**config.mk**
```make
export PLATFORM = sky130hd
export DESIGN_NAME = sensor_alert_monitor_top_flat
export DESIGN_NICKNAME = d
export VERILOG_FILES = /design/src/sv/sam_pkg.sv /design/src/sv/sam_if.sv /design/src/sv/sensor_alert_monitor_top.sv /design/src/sv/sam_cfg_regs.sv /design/src/sv/sam_core.sv /design/src/flat_wrapper.sv
export SDC_FILE = /design/constraint.sdc
export NUM_CORES = 1
export LEC_CHECK = 0
export ABC_AREA = 1
export BUFFER_PORTS_ARGS = -buffer_cell sky130_fd_sc_hd__buf_2
export CAP_MARGIN = 20
export CELL_PAD_IN_SITES_DETAIL_PLACEMENT = 1
export CELL_PAD_IN_SITES_GLOBAL_PLACEMENT = 2
export CORE_AREA = 2 2 206 228
export CTS_BUF_LIST = sky130_fd_sc_hd__clkbuf_8 sky130_fd_sc_hd__clkbuf_16
export DETAILED_ROUTE_END_ITERATION = 16
export DIE_AREA = 0 0 208 230
export PLACE_DENSITY_LB_ADDON = 0.3
export SYNTH_ARGS = -nofsm -noshare
export SYNTH_HDL_FRONTEND = slang
export SYNTH_SLANG_ARGS = --single-unit
```
**constraint.sdc**
```tcl
create_clock -name clk_i -period 7.3 [get_ports clk_i]
set_clock_uncertainty 0.1 [all_clocks]
set_input_delay 1.46 -clock clk_i [delete_from_list [all_inputs] [get_ports clk_i]]
set_output_delay 1.46 -clock clk_i [all_outputs]
set_load 0.03 [all_outputs]
```
**src/sv/sam_pkg.sv**
```systemverilog
// Shared types and constants for the sensor alert monitor.
// No dependencies; the interface and design files refer to this package by scoped names.
package sam_pkg;

  localparam int unsigned TimeW    = 32;
  localparam int unsigned GasW     = 16;
  localparam int unsigned PctW     = 7;
  localparam int unsigned CfgDataW = 32;
  localparam int unsigned CfgIdxW  = 3;

  typedef enum logic [CfgIdxW-1:0] {
    REG_GAS_SET     = 3'd0,
    REG_GAS_CLEAR   = 3'd1,
    REG_COOLDOWN    = 3'd2,
    REG_BATT_LOW    = 3'd3,
    REG_BATT_CLEAR  = 3'd4
  } cfg_reg_e;

  localparam logic [GasW-1:0]  GasSetRst    = 16'd4800;
  localparam logic [GasW-1:0]  GasClearRst  = 16'd4480;
  localparam logic [TimeW-1:0] CooldownRst  = 32'd60000;
  localparam logic [PctW-1:0]  BattLowRst   = 7'd20;
  localparam logic [PctW-1:0]  BattClearRst = 7'd30;

  typedef struct packed {
    logic [TimeW-1:0] now_ms;
    logic [GasW-1:0]  gas_level;
    logic             door_open;
    logic             power_source;
    logic [PctW-1:0]  battery_percent;
  } in_item_t;

  typedef struct packed {
    logic gas_alert;
    logic door_alert;
    logic power_alert;
    logic power_to_grid;
    logic battery_alert;
  } out_item_t;

  typedef struct packed {
    logic [GasW-1:0]  gas_set_level;
    logic [GasW-1:0]  gas_clear_level;
    logic [TimeW-1:0] cooldown_ms;
    logic [PctW-1:0]  battery_low_pct;
    logic [PctW-1:0]  battery_clear_pct;
  } cfg_t;

endpackage

```
**src/sv/sam_if.sv**
```systemverilog
// Valid/ready channel interfaces for check items and alert results.
// Depends on sam_pkg for the payload types.
interface sam_in_if;
  logic               valid;
  logic               ready;
  sam_pkg::in_item_t  data;
  modport source (output valid, output data, input ready);
  modport sink   (input valid, input data, output ready);
endinterface

interface sam_out_if;
  logic               valid;
  logic               ready;
  sam_pkg::out_item_t data;
  modport source (output valid, output data, input ready);
  modport sink   (input valid, input data, output ready);
endinterface

```
**src/sv/sensor_alert_monitor_top.sv**
```systemverilog
// Channel   | dir | handshake    | payload
// in_i      | in  | valid/ready  | now_ms, gas_level, door_open, power_source, battery_percent
// out_i     | out | valid/ready  | gas/door/power alerts, power_to_grid, battery_alert
// cfg_*     | in  | write enable | cfg_idx_i selects register, cfg_wdata_i data
//
// One item per cycle sustained while out_i accepts results; a result passes through the input
// register, then the result register. Alarm state updates as an item moves
// from the input register into the result register. A stalled result holds both
// registers; in_i.ready stays high while the input register can drain.
// Reset restores register defaults, clears latches and times, power source unknown.
// Depends on sam_pkg, sam_if, sam_cfg_regs and sam_core.
module sensor_alert_monitor_top (
  input  logic                         clk_i,
  input  logic                         rst_ni,
  sam_in_if.sink                       in_i,
  sam_out_if.source                    out_i,
  input  logic                         cfg_we_i,
  input  logic [sam_pkg::CfgIdxW-1:0]  cfg_idx_i,
  input  logic [sam_pkg::CfgDataW-1:0] cfg_wdata_i
);

  sam_pkg::cfg_t      cfg;
  sam_pkg::in_item_t  item_q;
  sam_pkg::out_item_t res, res_q;
  logic               item_vld_q, item_vld_d;
  logic               res_vld_q, res_vld_d;
  logic               out_adv, step, in_xfer;

  assign out_adv    = !res_vld_q || out_i.ready;
  assign step       = item_vld_q && out_adv;
  assign in_i.ready = !item_vld_q || out_adv;
  assign in_xfer    = in_i.valid && in_i.ready;
  assign item_vld_d = in_xfer || (item_vld_q && !out_adv);
  assign res_vld_d  = out_adv ? item_vld_q : 1'b1;

  sam_cfg_regs u_cfg (
    .clk_i       (clk_i),
    .rst_ni      (rst_ni),
    .cfg_we_i    (cfg_we_i),
    .cfg_idx_i   (cfg_idx_i),
    .cfg_wdata_i (cfg_wdata_i),
    .cfg_o       (cfg)
  );

  sam_core u_core (
    .clk_i  (clk_i),
    .rst_ni (rst_ni),
    .step_i (step),
    .item_i (item_q),
    .cfg_i  (cfg),
    .res_o  (res)
  );

  always_ff @(posedge clk_i or negedge rst_ni) begin
    if (!rst_ni) begin
      item_vld_q <= 1'b0;
      res_vld_q  <= 1'b0;
    end else begin
      item_vld_q <= item_vld_d;
      res_vld_q  <= res_vld_d;
    end
  end

  always_ff @(posedge clk_i) begin
    if (in_xfer) begin
      item_q <= in_i.data;
    end
    if (step) begin
      res_q <= res;
    end
  end

  assign out_i.valid = res_vld_q;
  assign out_i.data  = res_q;

endmodule

```
**src/sv/sam_cfg_regs.sv**
```systemverilog
// Configuration register file: thresholds and cooldown, write-only.
// Depends on sam_pkg.
module sam_cfg_regs (
  input  logic                          clk_i,
  input  logic                          rst_ni,
  input  logic                          cfg_we_i,
  input  logic [sam_pkg::CfgIdxW-1:0]   cfg_idx_i,
  input  logic [sam_pkg::CfgDataW-1:0]  cfg_wdata_i,
  output sam_pkg::cfg_t                 cfg_o
);

  sam_pkg::cfg_t cfg_q;

  always_ff @(posedge clk_i or negedge rst_ni) begin
    if (!rst_ni) begin
      cfg_q.gas_set_level     <= sam_pkg::GasSetRst;
      cfg_q.gas_clear_level   <= sam_pkg::GasClearRst;
      cfg_q.cooldown_ms       <= sam_pkg::CooldownRst;
      cfg_q.battery_low_pct   <= sam_pkg::BattLowRst;
      cfg_q.battery_clear_pct <= sam_pkg::BattClearRst;
    end else if (cfg_we_i) begin
      unique case (cfg_idx_i)
        sam_pkg::REG_GAS_SET:    cfg_q.gas_set_level     <= cfg_wdata_i[sam_pkg::GasW-1:0];
        sam_pkg::REG_GAS_CLEAR:  cfg_q.gas_clear_level   <= cfg_wdata_i[sam_pkg::GasW-1:0];
        sam_pkg::REG_COOLDOWN:   cfg_q.cooldown_ms       <= cfg_wdata_i[sam_pkg::TimeW-1:0];
        sam_pkg::REG_BATT_LOW:   cfg_q.battery_low_pct   <= cfg_wdata_i[sam_pkg::PctW-1:0];
        sam_pkg::REG_BATT_CLEAR: cfg_q.battery_clear_pct <= cfg_wdata_i[sam_pkg::PctW-1:0];
        default: ;  // unused index, write dropped
      endcase
    end
  end

  assign cfg_o = cfg_q;

endmodule

```
**src/sv/sam_core.sv**
```systemverilog
// Alert decision logic and alarm state (latches, last-alert times, power source).
// Depends on sam_pkg. State advances only on step_i.
module sam_core (
  input  logic               clk_i,
  input  logic               rst_ni,
  input  logic               step_i,
  input  sam_pkg::in_item_t  item_i,
  input  sam_pkg::cfg_t      cfg_i,
  output sam_pkg::out_item_t res_o
);

  logic                      gas_latched_q, gas_latched_d;
  logic                      door_latched_q, door_latched_d;
  logic                      batt_latched_q, batt_latched_d;
  logic                      pwr_known_q, pwr_known_d;
  logic                      pwr_src_q, pwr_src_d;
  logic [sam_pkg::TimeW-1:0] gas_time_q, gas_time_d;
  logic [sam_pkg::TimeW-1:0] door_time_q, door_time_d;
  logic [sam_pkg::TimeW-1:0] pwr_time_q, pwr_time_d;

  logic [sam_pkg::TimeW-1:0] gas_dt, door_dt, pwr_dt;
  logic gas_cool, door_cool, pwr_cool;
  logic gas_fire, door_fire, pwr_fire, batt_fire;

  always_comb begin
    // elapsed times wrap modulo 2^32
    gas_dt    = item_i.now_ms - gas_time_q;
    door_dt   = item_i.now_ms - door_time_q;
    pwr_dt    = item_i.now_ms - pwr_time_q;
    gas_cool  = gas_dt > cfg_i.cooldown_ms;
    door_cool = door_dt > cfg_i.cooldown_ms;
    pwr_cool  = pwr_dt > cfg_i.cooldown_ms;

    gas_fire  = (item_i.gas_level > cfg_i.gas_set_level) && !gas_latched_q && gas_cool;
    door_fire = item_i.door_open && !door_latched_q && door_cool;
    pwr_fire  = !(pwr_known_q && (pwr_src_q == item_i.power_source)) && pwr_cool;
    // a power alert restamps the shared timer, so elapsed is zero for battery
    batt_fire = (item_i.battery_percent <= cfg_i.battery_low_pct) && !batt_latched_q &&
                pwr_cool && !pwr_fire;

    gas_latched_d  = (gas_latched_q || gas_fire) &&
                     !(item_i.gas_level <= cfg_i.gas_clear_level);
    door_latched_d = (door_latched_q || door_fire) && item_i.door_open;
    batt_latched_d = (batt_latched_q || batt_fire) &&
                     !(item_i.battery_percent >= cfg_i.battery_clear_pct);
    pwr_known_d    = pwr_known_q || pwr_fire;
    pwr_src_d      = pwr_fire ? item_i.power_source : pwr_src_q;
    gas_time_d     = gas_fire ? item_i.now_ms : gas_time_q;
    door_time_d    = door_fire ? item_i.now_ms : door_time_q;
    pwr_time_d     = (pwr_fire || batt_fire) ? item_i.now_ms : pwr_time_q;

    res_o.gas_alert     = gas_fire;
    res_o.door_alert    = door_fire;
    res_o.power_alert   = pwr_fire;
    res_o.power_to_grid = pwr_fire && item_i.power_source;
    res_o.battery_alert = batt_fire;
  end

  always_ff @(posedge clk_i or negedge rst_ni) begin
    if (!rst_ni) begin
      gas_latched_q  <= 1'b0;
      door_latched_q <= 1'b0;
      batt_latched_q <= 1'b0;
      pwr_known_q    <= 1'b0;
      pwr_src_q      <= 1'b0;
      gas_time_q     <= '0;
      door_time_q    <= '0;
      pwr_time_q     <= '0;
    end else if (step_i) begin
      gas_latched_q  <= gas_latched_d;
      door_latched_q <= door_latched_d;
      batt_latched_q <= batt_latched_d;
      pwr_known_q    <= pwr_known_d;
      pwr_src_q      <= pwr_src_d;
      gas_time_q     <= gas_time_d;
      door_time_q    <= door_time_d;
      pwr_time_q     <= pwr_time_d;
    end
  end

endmodule

```
**src/flat_wrapper.sv**
```systemverilog
// flat-port wrapper written by rule: the top's interface ports become plain ports
module sensor_alert_monitor_top_flat 
  (clk_i, rst_ni, cfg_we_i, cfg_idx_i, cfg_wdata_i, in_i_valid, in_i_data, in_i_ready, out_i_valid, out_i_data, out_i_ready);
  sam_in_if in_i_i ();
  sam_out_if out_i_i ();
  input  logic clk_i;
  input  logic rst_ni;
  input  logic cfg_we_i;
  input  logic [sam_pkg::CfgIdxW-1:0] cfg_idx_i;
  input  logic [sam_pkg::CfgDataW-1:0] cfg_wdata_i;
  input wire logic [$bits(in_i_i.valid)-1:0] in_i_valid;
  input wire logic [$bits(in_i_i.data)-1:0] in_i_data;
  output wire logic [$bits(in_i_i.ready)-1:0] in_i_ready;
  output wire logic [$bits(out_i_i.valid)-1:0] out_i_valid;
  output wire logic [$bits(out_i_i.data)-1:0] out_i_data;
  input wire logic [$bits(out_i_i.ready)-1:0] out_i_ready;
  assign in_i_i.valid = in_i_valid;
  assign in_i_i.data = in_i_data;
  assign in_i_ready = in_i_i.ready;
  assign out_i_valid = out_i_i.valid;
  assign out_i_data = out_i_i.data;
  assign out_i_i.ready = out_i_ready;
  sensor_alert_monitor_top u_core (.clk_i(clk_i), .rst_ni(rst_ni), .in_i(in_i_i), .out_i(out_i_i), .cfg_we_i(cfg_we_i), .cfg_idx_i(cfg_idx_i), .cfg_wdata_i(cfg_wdata_i));
endmodule
```
# ---- Word level (Yosys, flattened, before mapping)
# Index checks and enable logic that the tools add are counted.
dict set report totals {
  reg_bits 243
  output_inout_bits 7
  in_bits 97
  wordCells 85
}
dict set report classes {
  reduce_logical 44
  n_lt_le_gt_ge 7
  n_eq_ne 5
  add_sub_neg 3
  muxes 1
}
# cell n
set op_table {}
lappend op_table {{$gt A32 B32 Y1} 3}
lappend op_table {{$sub A32 B32 Y32} 3}
lappend op_table {{$reduce_and A2 Y1} 9}
lappend op_table {{$gt A16 B16 Y1} 1}
lappend op_table {{$le A16 B16 Y1} 1}
lappend op_table {{$logic_and A1 B1 Y1} 16}
lappend op_table {{$logic_not A1 Y1} 10}
lappend op_table {{$logic_or A1 B1 Y1} 8}
lappend op_table {{$ge A7 B7 Y1} 1}
lappend op_table {{$le A7 B7 Y1} 1}
lappend op_table {{$eq A3 B2 Y1 const B} 2}
lappend op_table {{$eq A3 B1 Y1 const B} 1}
lappend op_table {{$eq A3 B3 Y1 const B} 1}
lappend op_table {{$logic_not A3 Y1} 1}
lappend op_table {{$eq A1 B1 Y1} 1}
lappend op_table {{$mux W1} 1}

# ---- Logic depth before layout (Yosys ltp)
dict set report logic_depth {
  word_depth 8
  depth_mapped 29
  mapped_depth_nobuf 28
}

# ---- Cells and area by module
# From an unflattened synthesis, not the netlist that was laid out.
dict set report hier_totals {
  hier_cells 2366
  hier_area_um2 18247.5
}
# mod n_inst cells_per_inst seq_area_each_um2 area_per_inst_um2
set by_module_without_submodules {}
lappend by_module_without_submodules {sam_core 1 1943 2527.4 13138.9}
lappend by_module_without_submodules {sam_cfg_regs 1 349 1976.9 3151.8}
lappend by_module_without_submodules {sensor_alert_monitor_top 1 74 1911.8 1956.9}

# ---- Worst setup path before layout
# Ideal clock, no wire load.
dict set report synth_timing {
  path_type {register -> register}
  from {register u_core.item_q[25] (netlist name)}
  to {register u_core.u_core.pwr_time_q[23] (netlist name)}
  required_ns 7.082
  setup_time_ns 0.118
  stages_incl_launch_ff 27
  slack_ns 3.756
  synth_period_minus_slack_ns 3.544
  arrival_ns 3.327
  n_path_buf 1
  cell_sequence {edfxtp_1 inv_1 ha_1 inv_1 fa_1 nand3_1 nand3_1 nand2_1 nand2_1 a21oi_1 o21ai_2 nand3_1 nand2_1 xor2_1 ha_1 nand2_1 nor2_1 nand4_1 nor2_1 nand2_1 nand2_2 nand3b_1 nand2_2 nand2_4 buf_6 nand2_1 nand2_1}
}
dict set report synth_via {
  elab_chain_cells 7
  elab_cells_between_ends 8
  cone_classes {add/sub (1); order compare (1); reduce/logical (6)}
}
# item line
set synth_rtl {}
lappend synth_rtl {{start: declaration} sensor_alert_monitor_top.sv:23} ;# sam_pkg::in_item_t item_q;
lappend synth_rtl {{start signal: assignment} sensor_alert_monitor_top.sv:66} ;# item_q <= in_i.data;
lappend synth_rtl {{$sub A32 B32 Y32 *} sam_core.sv:29} ;# pwr_dt = item_i.now_ms - pwr_time_q;
lappend synth_rtl {{$gt A32 B32 Y1 *} sam_core.sv:32} ;# pwr_cool = pwr_dt > cfg_i.cooldown_ms;
lappend synth_rtl {{$logic_and A1 B1 Y1} sam_core.sv:36} ;# pwr_fire = !(pwr_known_q && (pwr_src_q == item_i.power_source)) && pwr_cool;
lappend synth_rtl {{$logic_not A1 Y1} sam_core.sv:39} ;# pwr_cool && !pwr_fire;
lappend synth_rtl {{$logic_and A1 B1 Y1} sam_core.sv:39}
lappend synth_rtl {{$logic_or A1 B1 Y1 *} sam_core.sv:50} ;# pwr_time_d = (pwr_fire || batt_fire) ? item_i.now_ms : pwr_time_q;
lappend synth_rtl {{$reduce_and A2 Y1 (no line) *} n/a}
lappend synth_rtl {{end signal: assignment} sam_core.sv:77} ;# pwr_time_q <= pwr_time_d;
lappend synth_rtl {{end: declaration} sam_core.sv:19} ;# logic [sam_pkg::TimeW-1:0] pwr_time_q, pwr_time_d;
# Mark *: on every way between the ends. The rest lies on a longest branch, timed or not.
# A chain may end at the register's enable or synchronous reset.

# ---- Worst setup path after layout
dict set report layout_timing {
  from {register u_core.item_q[27] (netlist name)}
  to {register u_core.u_core.pwr_time_q[23] (netlist name)}
}
# The elaborated chain is that of the path after synthesis.

==> run_results.csv <==
group,metric,value,unit
run,drv_cap,0,
clock_network,htreeDepth,1,
worst_setup_path,r2r_start,"u_core.item_q[27]$_DFFE_PP_",
die,core_area,45350,um^2
layout,n_fill_cell,5650,
synth,yosys.area_share.simple,19.56,%
die,dieWidth,208,um
status,outcome,"finished, final reports clean",
synth,synth_compound_area_share,14.89,%
hold_path,hp-start,"u_core.u_core.pwr_known_q$_DFFE_PN0P_",
timing,clock.fmax,188.2,MHz
route,drt_iter0_drc,724,
synth,async_flop_share,74.49,%
die,rows,82,
synth,synthFlopType,"dfrtp_1",
pwr,vdd_drop_max,0.0002029,V
clock_network,cts_setup_buffers,0,
hold_path,hp-class,"flip-flop to flip-flop",
layout,final_cell_mix,"nand2_1 (495), inv_1 (373), ha_1 (235)",
global_routing,antenna_found_initial,1,
global_routing,grt_max_degree,68,
worst_setup_path,critPathLaunchType,"flip-flop",
global_routing,grt_overflow,0,
clock_network,clk_latency,0.59,ns
pwr,pwr-share-clk,18.2,%
pwr,p_per_area,411.6,nW/um^2
die,ios,104,
clock_network,path_clk_slew,0.06,ns
pwr,intPower,4341,uW
clock_network,clock-sinks,243,
pwr,p_leak,0.009945,uW
synth,synth.yosys.seq_area_share,35.70,%
route,avgViaCountPerCell,5.271,
route,antenna_left,0,
synth,synth_top_family_by_area,"simple AND/OR/NAND/NOR gates",
global_routing,grt_usage,25.56,%
worst_setup_path,timing.rr.end,"u_core.u_core.pwr_time_q[23]$_DFFE_PN0P_",
synth,synth_edf_count,62,
synth,netlist_instances,2299,
clock_network,numCtsBuffers,30,
worst_setup_path,ff2ff_setup_slack,1.99,ns
timing,setup_tns,0,ns
placed_design,hpwl,49.60,mm
placed_design,post-place-ws,1.953,ns
synth,ys_seq_elements,243,
global_routing,first_global_vias,17180,
timing,finalHoldViolations,0,
clock_network,cts_hold_buf,0,
worst_setup_path,worstRegToRegCells,23,
route,drt_first_pass_iters,5,
worst_setup_path,path_max_fanout,33,
timing,worst_slack,1.987,ns
timing,tightest_slew,0.9885,ns
clock_network,clock_path_buffers,3,
clock_network,clockRootBuffer,"clkbuf_16",
timing,finalCritPeriodShare,72.78,%
layout,multi_input_area,9908,um^2
layout,area_growth,11.77,%
placed_design,placed_area,19020,um^2
die,dieArea,47840,um^2
synth,syn_area,17970,um^2
placed_design,portBuffers,103,
route,vias,15900,
placed_design,dp_cells,2957,
synth,synthMuxAreaShare,0,%
global_routing,grt_pass1_wl,94.94,mm
placed_design,gp_congestion,0.9065,
timing,period_minus_slack,5.313,ns
hold_path,worstHoldEndpoint,"u_core.u_core.pwr_known_q$_DFFE_PN0P_",
die,start_util,39.63,%
worst_setup_path,criticalPathCategory,"flip-flop to flip-flop",
layout,fin_area,20090,um^2
pwr,power_switching,3926,uW
pwr,power_frac_seq,24.2,%
clock_network,tritoncts,"yes",
worst_setup_path,crit_path_end_kind,"flip-flop",
layout,final_common_cell,"nand2_1",
route,drt-total-wl,60.92,mm
synth,synthAdderAreaFrac,16.70,%
worst_setup_path,required,7.67,ns
synth,syn-num-nets,2634,
synth,avgSynthCellArea,7.817,um^2
layout,final_nets,2739,
timing,final_max_slew_viol_count,0,
clock_network,cts_resized,0,
route,routedWlPerCell,20.20,um
layout,n_antenna_cell,0,
timing,rsz0062_at_grt,"no",
synth,yosysWarningCount,0,
pwr,p_sw_share,47.49,%
route,drcViolationCount,0,
timing,setup_viol,0,
layout,layout.area.seq,6416,um^2
worst_setup_path,crit_arrival,5.68,ns
hold_path,whs_path_depth,2,
pwr,p_comb_share,57.6,%
layout,layout-drive-gt1-share,9.967,%
layout,final_cells,3016,
die,die_y,230,um
synth,yosys.cell_types.count,47,
timing,max_slew_margin,33.94,%
synth,synth-xor-area-share,3.899,%
-- flip-flops by register name (all words and copies together) (netlist names) --
signal and flops:
u_core.item_vld_q 1, u_core.item_q 57, u_core.out_i.data 5, u_core.out_i.valid 1, u_core.u_cfg.cfg_o 78, u_core.u_core.pwr_time_q 32
u_core.u_core.door_time_q 32, u_core.u_core.pwr_src_q 1, u_core.u_core.pwr_known_q 1, u_core.u_core.gas_latched_q 1, u_core.u_core.door_latched_q 1, u_core.u_core.batt_latched_q 1
u_core.u_core.gas_time_q 32
-- power groups by stage --
stage / Combinational (uW) / Clock, uW / Sequential, uW
final: 4760 / 1510 / 2000
after global routing: 5440 / 1600 / 2040
after CTS: 4770 / 1550 / 2000
after detailed placement: 4730 / 0 / 2020
after global placement: 4580 / 0 / 2010
after floorplan: 3420 / 0 / 1950
-- cell usage after synthesis (21+ instances only) --
cell / instances / area share, %
inv_1: 370 / 7.7
dfrtp_1: 161 / 22
ha_1: 235 / 16
nand2_2: 21 / 0.73
o21ai_1: 37 / 1.0
nand2_1: 496 / 10
o21ai_2: 29 / 1.4
nand4_1: 28 / 0.97
nor2_1: 159 / 3.3
o21ai_0: 152 / 4.2
a21oi_1: 209 / 5.8
edfxtp_1: 62 / 10
xor2_1: 62 / 3.0
nand3_1: 100 / 2.8
-- metrics by stage --
stage               hold slack (ns)  total power (uW)  utilization, %
finish                       0.3642              8267           44.29
global route                 0.3920              9078           44.29
CTS                          0.3710              8323           44.14
detailed placement           0.3552              6753           41.95
global placement             0.3450              6587           41.95
floorplan                    0.3226              5361               -
-- logic make-up (layout without fill, tap and decap cells) --
| family | count (synthesis) | in the layout |
|---|---|---|
| and+or+nand+nor | 843 | 843 |
| adders and majority gates | 238 | 238 |
| xor gates and xnor gates | 80 | 80 |
| AOI/OAI and AO/OA | 485 | 485 |
| DFF | 243 | 243 |
| buffers and inverters | 410 | 539 |
-- worst max path at each step --
| stage | slack [ns] | cells after the start | startpoint | end |
|---|---|---|---|---|
| 6_report | 1.99 | 23 | u_core.item_q[27]$_DFFE_PP_ | u_core.u_core.pwr_time_q[23]$_DFFE_PN0P_ |
| 5_1_grt | 1.61 | 24 | u_core.item_q[27]$_DFFE_PP_ | u_core.u_core.pwr_time_q[19]$_DFFE_PN0P_ |
| 3_3_place_gp | 2.04 | 23 | u_core.item_q[27]$_DFFE_PP_ | u_core.u_core.pwr_time_q[29]$_DFFE_PN0P_ |
| 2_1_floorplan | 3.76 | 26 | u_core.item_q[25]$_DFFE_PP_ | u_core.u_core.pwr_time_q[23]$_DFFE_PN0P_ |
| 3_5_place_dp | 1.95 | 23 | u_core.item_q[27]$_DFFE_PP_ | u_core.u_core.pwr_time_q[23]$_DFFE_PN0P_ |
| 4_1_cts | 1.94 | 26 | u_core.item_q[25]$_DFFE_PP_ | u_core.u_core.pwr_time_q[23]$_DFFE_PN0P_ |
-- cell type report --
type                    instances  share of cell area, %
repair buffers                112                  3.183
clock buffers                  34                  4.180
clock inverters                22                 0.7662
multi-input cells            1646                  49.33
flip-flops and latches        243                  31.94
well taps                     588                  3.663
inverters                     371                  6.933
-- routing by layer --
metal / global-route usage (%) / wire length, um / up-vias
met5: 0 / 11 / -
met3: 2.950 / 2300 / 76
met4: 7.868 / 1778 / 2
met2: 45.06 / 29720 / 250
li1: - / - / 7804
met1: 32.71 / 27110 / 7764
-- critical path: stages, from the launching register on --
cell	delay [ns]
edfxtp_1	0.51
ha_1	0.39
a21oi_1	0.19
nand2_1	0.13
a21oi_1	0.37
inv_1	0.12
a21oi_1	0.45
nand3b_1	0.24
nand2_1	0.08
nand2_1	0.08
nand2_1	0.06
ha_1	0.29
nand2_1	0.05
nor2_1	0.14
nand2_1	0.14
nor2_1	0.24
nand2_1	0.18
nand2_2	0.16
nand3b_1	0.14
nand2_2	0.08
buf_4	0.37
nand2_4	0.36
nand2_1	0.16
nand2_1	0.06
Power figures use the tool's default switching activity.
